--- src/sv/fmbq_pkg.sv ---
// ----------------------------------------------------------------------------
// fmbq_pkg
// Shared sizes, operation and status codes, and the decode-to-cell control
// struct for the front/middle/back queue.
// ----------------------------------------------------------------------------
package fmbq_pkg;

    localparam int DEPTH      = 64;
    localparam int DATA_WIDTH = 32;

    // fixed field widths
    localparam int OP_W  = 3;
    localparam int OUT_W = 32;
    localparam int IN_W  = 32;
    localparam int ST_W  = 2;
    localparam int OCC_W = 7;

    localparam int IDX_W = (DEPTH > 1) ? $clog2(DEPTH) : 1;
    localparam int CNT_W = $clog2(DEPTH + 1);

    typedef enum logic [OP_W-1:0] {
        OP_PUSH_FRONT  = 3'd0,
        OP_PUSH_MIDDLE = 3'd1,
        OP_PUSH_BACK   = 3'd2,
        OP_POP_FRONT   = 3'd3,
        OP_POP_MIDDLE  = 3'd4,
        OP_POP_BACK    = 3'd5
    } op_t;

    typedef enum logic [ST_W-1:0] {
        ST_DONE  = 2'd0,
        ST_EMPTY = 2'd1,
        ST_FULL  = 2'd2
    } status_t;

    typedef struct packed {
        logic             ins;    // insert word at pos
        logic             rem;    // remove word at pos
        logic             empty;  // pop on an empty queue
        logic [IDX_W-1:0] pos;
        status_t          status;
    } ctl_t;

    // input word into the store width (zero extended or truncated)
    function automatic logic [DATA_WIDTH-1:0] to_word(input logic [IN_W-1:0] v);
        logic [63:0] w;
        w = 64'(v);
        return w[DATA_WIDTH-1:0];
    endfunction

    // stored word onto the result field (low bits, zero extended)
    function automatic logic [OUT_W-1:0] to_out(input logic [DATA_WIDTH-1:0] d);
        logic [63:0] w;
        w = 64'(d);
        return w[OUT_W-1:0];
    endfunction

endpackage

--- src/sv/fmbq_decode.sv ---
// ----------------------------------------------------------------------------
// fmbq_decode
// Turns an operation and the current entry count into an insert/remove
// position and a result status.
// ----------------------------------------------------------------------------
module fmbq_decode (
    input  logic [fmbq_pkg::OP_W-1:0]  op,
    input  logic [fmbq_pkg::CNT_W-1:0] count,
    output fmbq_pkg::ctl_t             ctl
);

    logic                      full;
    logic                      empty;
    logic [fmbq_pkg::IDX_W-1:0] back_pos;
    logic [fmbq_pkg::IDX_W-1:0] last_pos;
    logic [fmbq_pkg::IDX_W-1:0] mid_push;
    logic [fmbq_pkg::IDX_W-1:0] mid_pop;
    logic [fmbq_pkg::CNT_W-1:0] count_m1;

    assign full     = (count >= fmbq_pkg::CNT_W'(fmbq_pkg::DEPTH));
    assign empty    = (count == '0);
    assign count_m1 = count - fmbq_pkg::CNT_W'(1);
    assign back_pos = fmbq_pkg::IDX_W'(count);
    assign last_pos = fmbq_pkg::IDX_W'(count_m1);
    assign mid_push = fmbq_pkg::IDX_W'(count >> 1);
    assign mid_pop  = fmbq_pkg::IDX_W'(count_m1 >> 1);

    always_comb
    begin
        ctl        = '0;
        ctl.status = fmbq_pkg::ST_DONE;
        unique case (op) inside
            fmbq_pkg::OP_PUSH_FRONT,
            fmbq_pkg::OP_PUSH_MIDDLE,
            fmbq_pkg::OP_PUSH_BACK:
            begin
                if (full)
                begin
                    ctl.status = fmbq_pkg::ST_FULL;
                end
                else
                begin
                    ctl.ins = 1'b1;
                end
                if (op == fmbq_pkg::OP_PUSH_MIDDLE)
                    ctl.pos = mid_push;
                else if (op == fmbq_pkg::OP_PUSH_BACK)
                    ctl.pos = back_pos;
                else
                    ctl.pos = '0;
            end
            fmbq_pkg::OP_POP_FRONT,
            fmbq_pkg::OP_POP_MIDDLE,
            fmbq_pkg::OP_POP_BACK:
            begin
                if (empty)
                begin
                    ctl.empty  = 1'b1;
                    ctl.status = fmbq_pkg::ST_EMPTY;
                end
                else
                begin
                    ctl.rem = 1'b1;
                end
                if (op == fmbq_pkg::OP_POP_MIDDLE)
                    ctl.pos = mid_pop;
                else if (op == fmbq_pkg::OP_POP_BACK)
                    ctl.pos = last_pos;
                else
                    ctl.pos = '0;
            end
            default:
            begin
                ctl = '0;   // unused codes: no change
            end
        endcase
    end

endmodule

--- config.mk ---
export PLATFORM = sky130hd
export DESIGN_NAME = fmbq_decode
export DESIGN_NICKNAME = d
export VERILOG_FILES = /design/src/sv/fmbq_pkg.sv /design/src/sv/fmbq_decode.sv
export SDC_FILE = /design/constraint.sdc
export NUM_CORES = 1
export LEC_CHECK = 0
export CORE_AREA = 2 2 39 41
export DETAILED_ROUTE_END_ITERATION = 8
export DIE_AREA = 0 0 41 43
export DONT_BUFFER_PORTS = 1
export MAX_ROUTING_LAYER = met4
export PLACE_DENSITY = 0.49
export SETUP_SLACK_MARGIN = 0.5
export SYNTH_ARGS = -nofsm -noshare
export SYNTH_HDL_FRONTEND = slang
export SYNTH_SLANG_ARGS = --single-unit
--- constraint.sdc ---
create_clock -name vclk -period 2.4
set_input_delay 0.24 -clock vclk [all_inputs]
set_output_delay 0.24 -clock vclk [all_outputs]
set_load 0.03 [all_outputs]
==> results of run 1 <==
[per-stage QoR]
| stage | total power [mW] | util | cells | hold slack (ns) | setup slack, ns |
|---|---|---|---|---|---|
| floorplan | 0.08145 | - | 65 | 0.5288 | 0.5499 |
| global placement | 0.08834 | 0.3481 | 81 | 0.6807 | 0.6635 |
| detailed placement | 0.08847 | 0.3481 | 81 | 0.6857 | 0.6487 |
| CTS | 0.08874 | 0.3481 | 81 | 0.6855 | 0.6484 |
| global route | 0.09512 | 0.3481 | 81 | 0.6881 | 0.5665 |
| finish | 0.08822 | 0.3481 | 81 | 0.6834 | 0.6528 |
[final timing paths]
path	from	end	slack (ns)	cells past startpoint
worst min-delay path	op[0]	ctl[4]	0.68	2
worst max-delay path	count[0]	ctl[7]	0.65	4
[report_power, final]
part | switching (mW) | internal [mW]
combinational | 0.0528 | 0.0354
sequential | 0 | 0
clock | 0 | 0
[critical path, stage by stage]
cell     delay, ns
or4_4         0.54
nor2_4        0.12
mux2_1        0.32
nand3_1       0.28
[kinds of logic after synthesis]
group                      after synthesis  synth area share
AOI/OAI and AO/OA                       19            0.2995
and+or+nand+nor                         30            0.4237
buffers and inverters                    9            0.1102
muxes                                    3           0.07062
adders and majority gates                2           0.05649
xor gates and xnor gates                 2           0.03956
[area by class of cell]
cell class                 count  area (um2)
fill                         160       902.1
multi-input combinational     56       409.1
timing repair buffer           5       37.54
tap                           16       20.02
inverter                       4       15.01
[layer usage]
layer | up-vias | global-route usage | wire length (um)
met5 | - | - | 0
met4 | 0 | 0 | 0
met3 | 0 | 0.005236 | 70
met2 | 12 | 0.1844 | 557
met1 | 230 | 0.2405 | 527
li1 | 240 | - | -
[placed cells by master, fill, tap and decap left out]
master / Yosys / routed
a211o_1: 3 / 3
a21o_1: 1 / 1
a21oi_1: 4 / 4
a221oi_1: 1 / 1
a22o_1: 1 / 1
a2bb2oi_1: 1 / 1
a31oi_1: 1 / 1
a32oi_1: 2 / 2
and2_1: 2 / 2
and2b_1: 1 / 1
and3_1: 2 / 2
buf_4: 2 / 5
ha_1: 2 / 2
inv_1: 4 / 4
mux2_1: 1 / 1
mux2i_1: 2 / 2
nand2_1: 5 / 5
nand2b_1: 1 / 1
nand3_1: 3 / 3
nand3b_1: 2 / 2
nor2_1: 6 / 6
nor2_4: 1 / 1
nor2b_1: 1 / 1
nor3b_1: 1 / 1
nor3b_2: 1 / 1
nor4_2: 1 / 1
nor4bb_4: 0 / 1
o21ai_0: 3 / 3
o22ai_1: 1 / 1
o31ai_1: 1 / 1
or2_2: 1 / 1
or4_4: 1 / 1
xnor2_1: 2 / 2
==> metrics, run 1 <==
Crit Path Class=in -> out; Slew Viols, Final=0; Seq cells=0; nets=79; largest net degree at the start of global routing=15; post-route cell area=481.7 um2; Rows=14; crit-path max FO=5; crit path DAT=1.51 ns; DP Area=481.7 um2; CP required=2.16 ns; Ys Warns=0; minimum clock period=1.747 ns; Post-CTS Resized=0; number of clock buffers in the layout=0; GRT overflow=0; Post-Synthesis Cells=65; area share of the largest cell type after synthesis=0.05932; 1st-pass router iterations=4; Ports=21; I/O Buffers=0; die width=41 um; DRC errors left=0; Post-Syn Area=442.9 um2; starting density of the core=0.3201; number of global-route vias before repair=395; area delta synth->final=8.757%; hold buffers post-CTS=0; antenna-violating nets left=0; Max VDD drop=0.05493 mV; final WL=1.155 mm; vias per cell=5.951; Setup crit start kind=primary input; number of max-cap violations=0; postcts setup bufs=0; Final Hold Viols=0; ant diodes=0; register area=0 um2; outcome=finished, final reports clean; leading cell types by total area after synthesis=a211o_1 5.9%, ha_1 5.6%, nor2_1 5.1%; Mapped Avg Cell Area=6.814 um2; HP Class=in -> out; sequential fraction of the synthesis area=0; layout cell share with drive strength beyond 1=0.1692; Slew headroom=0.5251; die area=0.001763 mm2; count of different cell masters after synthesis=35; Routability Congestion=0.7311; Post-synth top cells=6 x nor2_1, 5 x nand2_1, 4 x a21oi_1, 4 x inv_1; fmax=572.4 MHz; Slew @ Worst Pin=0.7091 ns; first-pass GRT wire length=1.828 mm; count leader, synth=nor2_1; post-DP HPWL=887.8 um; CP endpoint kind=output port; DIE HEIGHT=43 um; initial drt markers=10; routed vias=482; initial antenna violation count=0; RSZ-0062 raised after global routing=no; Core Box Area=0.001384 mm2; wire per inst=14.26 um; crit share post-route=0.7280; endpoints failing setup=0; Synth Net Count=77; PD cells=183.1 mW/mm2; GRT Util Overall=0.1392; setup TNS=0 ns; Leak Pwr=0.1977 nW; Yosys top cell by area=a211o_1
No activity file was read; power rests on OpenSTA's default activity.
==> run 2: changes to the inputs <==
- PLACE_DENSITY: 0.49 -> 0.51
- clock period: 2.4 -> 1.4 ns (I/O delays scaled with it)
==> run 2 against run 1 <==
The flow now finishes with violations (setup timing). Final area grew 61%. Die area is the same. Flip-flop and latch count is the same. Non-clock buffer count grew 7. Via count grew 7.9%. Utilization grew 21 points. Sequential share of layout area is the same. Hold slack lost 0.33 ns. Combinational power grew to 2.6 times the previous value. First-iteration DRC count shrank 30%. Critical path depth is the same. Critical path type unchanged.
==> metrics, run 2 (synthesis gave the netlist of run 1 again) <==
routed vias=520 (was 482); Max VDD drop=0.1573 mV (was 0.05493 mV); Seq cells=0 (unchanged); worst hold start=op[0] (unchanged); GRT Util Overall=0.1742 (was 0.1392); number of max-cap violations=0 (unchanged); wire per inst=16.68 um (was 14.26 um); internal power=111.2 uW (was 35.41 uW); Rows=14 (unchanged); Routability Congestion=0.7810 (was 0.7311); delay-heaviest family, CP=simple AND/OR/NAND/NOR gates (unchanged); Critical Path, Cell by Cell=or4_4, nor2_4, mux2_4, nand3_4 (was or4_4, nor2_4, mux2_1, nand3_1); 1st-pass router iterations=3 (was 4); number of global-route vias before repair=460 (was 395); final worst slack=-0.003073 ns (was 0.6528 ns); minimum clock period=1.403 ns; Slew Viols, Final=0 (unchanged); Setup crit start kind=primary input (unchanged); max incr delay on CP=0.55 ns (was 0.54 ns); HP Class=in -> out (unchanged); WP buf/inv=0 (unchanged); Non-Filler Instances=88 (was 81); PD cells=294.5 mW/mm2 (was 183.1 mW/mm2); die area=0.001763 mm2 (unchanged); DIE HEIGHT=43 um (unchanged); post-DP HPWL=980.4 um (was 887.8 um); Placed Cells=82 (was 81); number of clock buffers in the layout=0 (unchanged); GRT overflow=0 (unchanged); endpoints failing setup=1 (was 0); CP required=1.26 ns (was 2.16 ns); NetSw=117.2 uW (was 52.81 uW); most frequent cells in the layout=8 x buf_4, 4 x nor2_4, 4 x buf_6 (was 6 x nor2_1, 5 x nand2_1, 5 x buf_4); DP Area=594.3 um2 (was 481.7 um2); vias per cell=5.909 (was 5.951); crit path DAT=1.26 ns (was 1.51 ns); crit-path max FO=5 (unchanged); Comb pwr share=1.000 (about the same); die width=41 um (unchanged); Slew @ Worst Pin=0.3962 ns (was 0.7091 ns); worst-case hold path end point=ctl[6] (was ctl[4]); Hold Path Cell Cnt=1 (was 2); CP endpoint kind=output port (unchanged); failing checks=setup timing; antenna-violating nets left=0 (unchanged); starting density of the core=0.3201 (unchanged); total power=228.4 uW (was 88.22 uW); initial drt markers=7 (was 10); Slew headroom=0.7336 (was 0.5251); initial antenna violation count=0 (unchanged); first-pass GRT wire length=2.166 mm (was 1.828 mm); Critical-path top delay cell=or4_4 (unchanged); Sw Ratio=0.5132 (was 0.5986); power share of the clock group=0 (about the same); Core Box Area=0.001384 mm2 (unchanged); Ports=21 (unchanged); DRC errors left=0 (unchanged); Seq pwr share=0 (about the same); ant diodes=0 (unchanged); fmax=712.7 MHz; largest net degree at the start of global routing=15 (unchanged); I/O Buffers=0 (unchanged); outcome=complete, but fails checks (was finished, final reports clean); final WL=1.468 mm (was 1.155 mm); most common cell after layout, fill and taps aside=buf_4 (was nor2_1); nets=86 (was 79); register area=0 um2 (unchanged); Crit Path Class=in -> out (unchanged); crit share post-route=1.002; Final Hold Viols=0 (unchanged); RSZ-0062 raised after global routing=yes (was no); Leak Pwr=0.2844 nW (was 0.1977 nW); layout cell share with drive strength beyond 1=0.5417 (was 0.1692); post-route cell area=775.7 um2 (was 481.7 um2); area delta synth->final=75.14% (was 8.757%)
[run 2: cell count changes in the layout (fill, tap and decap cells not counted), moves of 3 or more]
cell and delta:
buf_4 +3, inv_1 -3, buf_6 +4, nor2_4 +3, nor2_1 -3
[run 2: power by group through the flow]
stage / combinational (mW) / clock [mW] / sequential, mW
global route: 0.243 / 0 / 0
detailed placement: 0.184 / 0 / 0
floorplan: 0.182 / 0 / 0
finish: 0.228 / 0 / 0
global placement: 0.185 / 0 / 0
CTS: 0.206 / 0 / 0
[run 2: per-stage QoR]
stage	util	hold WS, ns	setup slack, ns	TNS (ns)
finish	0.5606	0.3549	-0.003073	-0.003073
global route	0.5606	0.3541	-0.04146	-0.08887
CTS	0.4855	0.3570	0.009058	0
detailed placement	0.4295	0.3510	-0.0005527	-0.0005527
global placement	0.4295	0.3507	0.009835	0
floorplan	-	0.3288	0.01930	0
[run 2: cell type report]
| type | instances | area (um2) |
|---|---|---|
| fillers | 115 | 608.1 |
| well taps | 16 | 20.02 |
| inverters | 4 | 71.32 |
| repair buffers | 12 | 105.1 |
| multi-input cells | 56 | 579.3 |
[run 2: per-layer routing]
metal  part of all wire  up-vias  track usage  wire [um]
met5                  0        -            -          0
met4                  0        0            0          0
met3              0.043        0     0.005236         63
met2               0.53       12       0.2813        783
met1               0.42      253       0.2508        620
li1                   -      255            -          -
[run 2: worst max-delay path by stage]
stage	start	to	slack, ns	depth (start not counted)
floorplan	op[1]	ctl[8]	0.02	5
global placement	count[1]	ctl[6]	0.01	6
detailed placement	count[1]	ctl[6]	-0.0006	6
CTS	count[0]	ctl[7]	0.009	4
global route	count[1]	ctl[6]	-0.04	6
finish	count[0]	ctl[7]	-0.003	4
[run 2: repair_timing]
| item | CTS | global route |
|---|---|---|
| gates resized for setup | 9 | 19 |
| setup buffers | 4 | 2 |
| pin swaps | 9 | 6 |
| setup endpoints to repair | 9 | 9 |
| hold buffers | 0 | 0 |
| gates cloned | 0 | 0 |
==> run 3: changes to the inputs <==
- ABC_AREA: not set -> 1
- PLACE_DENSITY: 0.51 -> 0.46
==> run 3 against run 2 <==
The flow now finishes without violations. Largest power group unchanged. Via count is 5.2% higher. Final area is 11% lower. Wire length is 7.2% lower. Die area stayed put. Flip-flop and latch count stayed put.
==> metrics, run 3 <==
Leak Pwr=0.2792 nW (was 0.2844 nW); Rows=14 (unchanged); max incr delay on CP=0.31 ns (was 0.55 ns); Core Box Area=0.001384 mm2 (unchanged); Placed Cells=97 (was 82); endpoints failing setup=0 (was 1); Layout fillers=144 (was 115); crit path DAT=1.00 ns (was 1.26 ns); largest net degree at the start of global routing=8 (was 15); Mapped Avg Cell Area=4.770 um2 (was 6.814 um2); crit-path max FO=4 (was 5); Post-Syn Area=381.6 um2 (was 442.9 um2); Post-synth top cells=26 x nand2_1, 13 x inv_1, 12 x nand3_1, 10 x nor2_1 (was 6 x nor2_1, 5 x nand2_1, 4 x a21oi_1, 4 x inv_1); sequential fraction of the synthesis area=0 (unchanged); Comb pwr share=1.000 (about the same); Hold Worst Slack=0.4586 ns (was 0.3549 ns); Ports=21 (unchanged); Max VDD drop=0.1252 mV (was 0.1573 mV); Slew Viols, Final=0 (unchanged); Ys Warns=0 (unchanged); area share of the largest cell type after synthesis=0.2557 (was 0.05932); die area=0.001763 mm2 (unchanged); Synth Net Count=92 (was 77); count of different cell masters after synthesis=16 (was 35); number of global-route vias before repair=512 (was 460); Critical Path, Cell by Cell=clkinvlp_4, ha_4, nand2_4, nor2_4, nand2_2, nand3_2, nand4_1 (was or4_4, nor2_4, mux2_4, nand3_4); post-route cell area=693.2 um2 (was 775.7 um2); final worst slack=0.2552 ns (was -0.003073 ns); worst-case hold path end point=ctl[10] (was ctl[6]); Seq cells=0 (unchanged); CP required=1.26 ns (about the same); number of max-cap violations=0 (unchanged); RSZ-0062 raised after global routing=yes (unchanged); die width=41 um (unchanged); I/O Buffers=0 (unchanged); crit share post-route=0.8177 (was 1.002); GRT overflow=0 (unchanged); delay-heaviest family, CP=simple AND/OR/NAND/NOR gates (unchanged); register area=0 um2 (unchanged); minimum clock period=1.145 ns (was 1.403 ns); power share of the clock group=0 (about the same); Util after Layout=0.5009 (was 0.5606); first-pass GRT wire length=1.938 mm (was 2.166 mm); Yosys top cell by area=nand2_1 (was a211o_1); worst slack at placement=0.1874 ns (was -0.0005527 ns); routed vias=547 (was 520); total power=215.8 uW (was 228.4 uW); setup TNS=0 ns (was -0.003073 ns); wire per inst=12.97 um (was 16.68 um); GRT Util Overall=0.1535 (was 0.1742); Final Hold Viols=0 (unchanged); DP Area=483.0 um2 (was 594.3 um2); WP buf/inv=1 (was 0); Routability Congestion=0.7679 (was 0.7810); Critical-path top delay cell=nand4_1 (was or4_4); nets=103 (was 86); layout cell share with drive strength beyond 1=0.4944 (was 0.5417); antenna-violating nets left=0 (unchanged); worst hold start=count[6] (was op[0]); area delta synth->final=81.64% (was 75.14%); Crit Path Class=in -> out (unchanged); DIE HEIGHT=43 um (unchanged); vias per cell=5.210 (was 5.909); leading cell types by total area after synthesis=nand2_1 26%, nand3_1 16%, inv_1 13% (was a211o_1 5.9%, ha_1 5.6%, nor2_1 5.1%); ant diodes=0 (unchanged); starting density of the core=0.2758 (was 0.3201); Non-Filler Instances=105 (was 88); Seq pwr share=0 (about the same); fmax=873.5 MHz (was 712.7 MHz); 1st-pass router iterations=4 (was 3); post-DP HPWL=1.020 mm (was 980.4 um); DRC errors left=0 (unchanged); final WL=1.362 mm (was 1.468 mm); number of clock buffers in the layout=0 (unchanged); initial antenna violation count=0 (unchanged); Post-Synthesis Cells=80 (was 65); most common cell after layout, fill and taps aside=nand2_1 (was buf_4); Setup crit start kind=primary input (unchanged); CP endpoint kind=output port (unchanged); HP Class=in -> out (unchanged); internal power=75.58 uW (was 111.2 uW); initial drt markers=10 (was 7); Sw Ratio=0.6497 (was 0.5132); PD cells=311.3 mW/mm2 (was 294.5 mW/mm2); count leader, synth=nand2_1 (was nor2_1); NetSw=140.2 uW (was 117.2 uW); Hold Path Cell Cnt=2 (was 1); outcome=finished, final reports clean (was complete, but fails checks); Slew @ Worst Pin=0.3926 ns (was 0.3962 ns); most frequent cells in the layout=18 x nand2_1, 10 x buf_4, 8 x inv_1 (was 8 x buf_4, 4 x nor2_4, 4 x buf_6); Slew headroom=0.7375 (was 0.7336)
==> run 3: cell families (layout without fill, tap and decap cells) <==
| family | Yosys count | after routing | synth area share |
|---|---|---|---|
| simple gates | 52 | 52 | 0.5771 |
| buf+inv | 16 | 25 | 0.1672 |
| compound gates | 9 | 9 | 0.1672 |
| fa+ha+maj | 2 | 2 | 0.06556 |
| xor+xnor | 1 | 1 | 0.02296 |
==> run 3: worst max path at each step <==
stage	from	end	depth (start not counted)
floorplan	count[0]	ctl[6]	7
global route	count[0]	ctl[6]	7
global placement	count[0]	ctl[5]	8
finish	count[0]	ctl[6]	7
CTS	count[0]	ctl[6]	6
detailed placement	count[0]	ctl[6]	7
==> run 3: routing by layer <==
metal,wire length (um),vias up,GRT usage,share of wire
met3,67,0,0,0.049
met2,787,13,0.2969,0.58
met5,0,-,-,0
li1,-,283,-,-
met4,0,0,0,0
met1,507,251,0.1741,0.37
==> run 3: power groups by stage <==
| stage | registers [mW] | logic, mW | clock network (mW) |
|---|---|---|---|
| 2_1_floorplan | 0 | 0.136 | 0 |
| 3_3_place_gp | 0 | 0.158 | 0 |
| 3_5_place_dp | 0 | 0.157 | 0 |
| 4_1_cts | 0 | 0.199 | 0 |
| 5_1_grt | 0 | 0.231 | 0 |
| 6_report | 0 | 0.216 | 0 |
==> run 3: layout make-up <==
cell class,count,area [um2],share of cell area
Multi-Input combinational cell,64,525.5,0.7581
Timing Repair Buffer,10,75.07,0.1083
Inverter,15,72.57,0.1047
Tap cell,16,20.02,0.02888
==> run 3: what timing repair did <==
| action | CTS | global route |
|---|---|---|
| cloned | 0 | 0 |
| hold buffers | 0 | 0 |
| gates resized for setup | 19 | 15 |
| endpoints found under the setup margin | 9 | 9 |
| setup buffers | 6 | 2 |
| pin swaps | 10 | 7 |
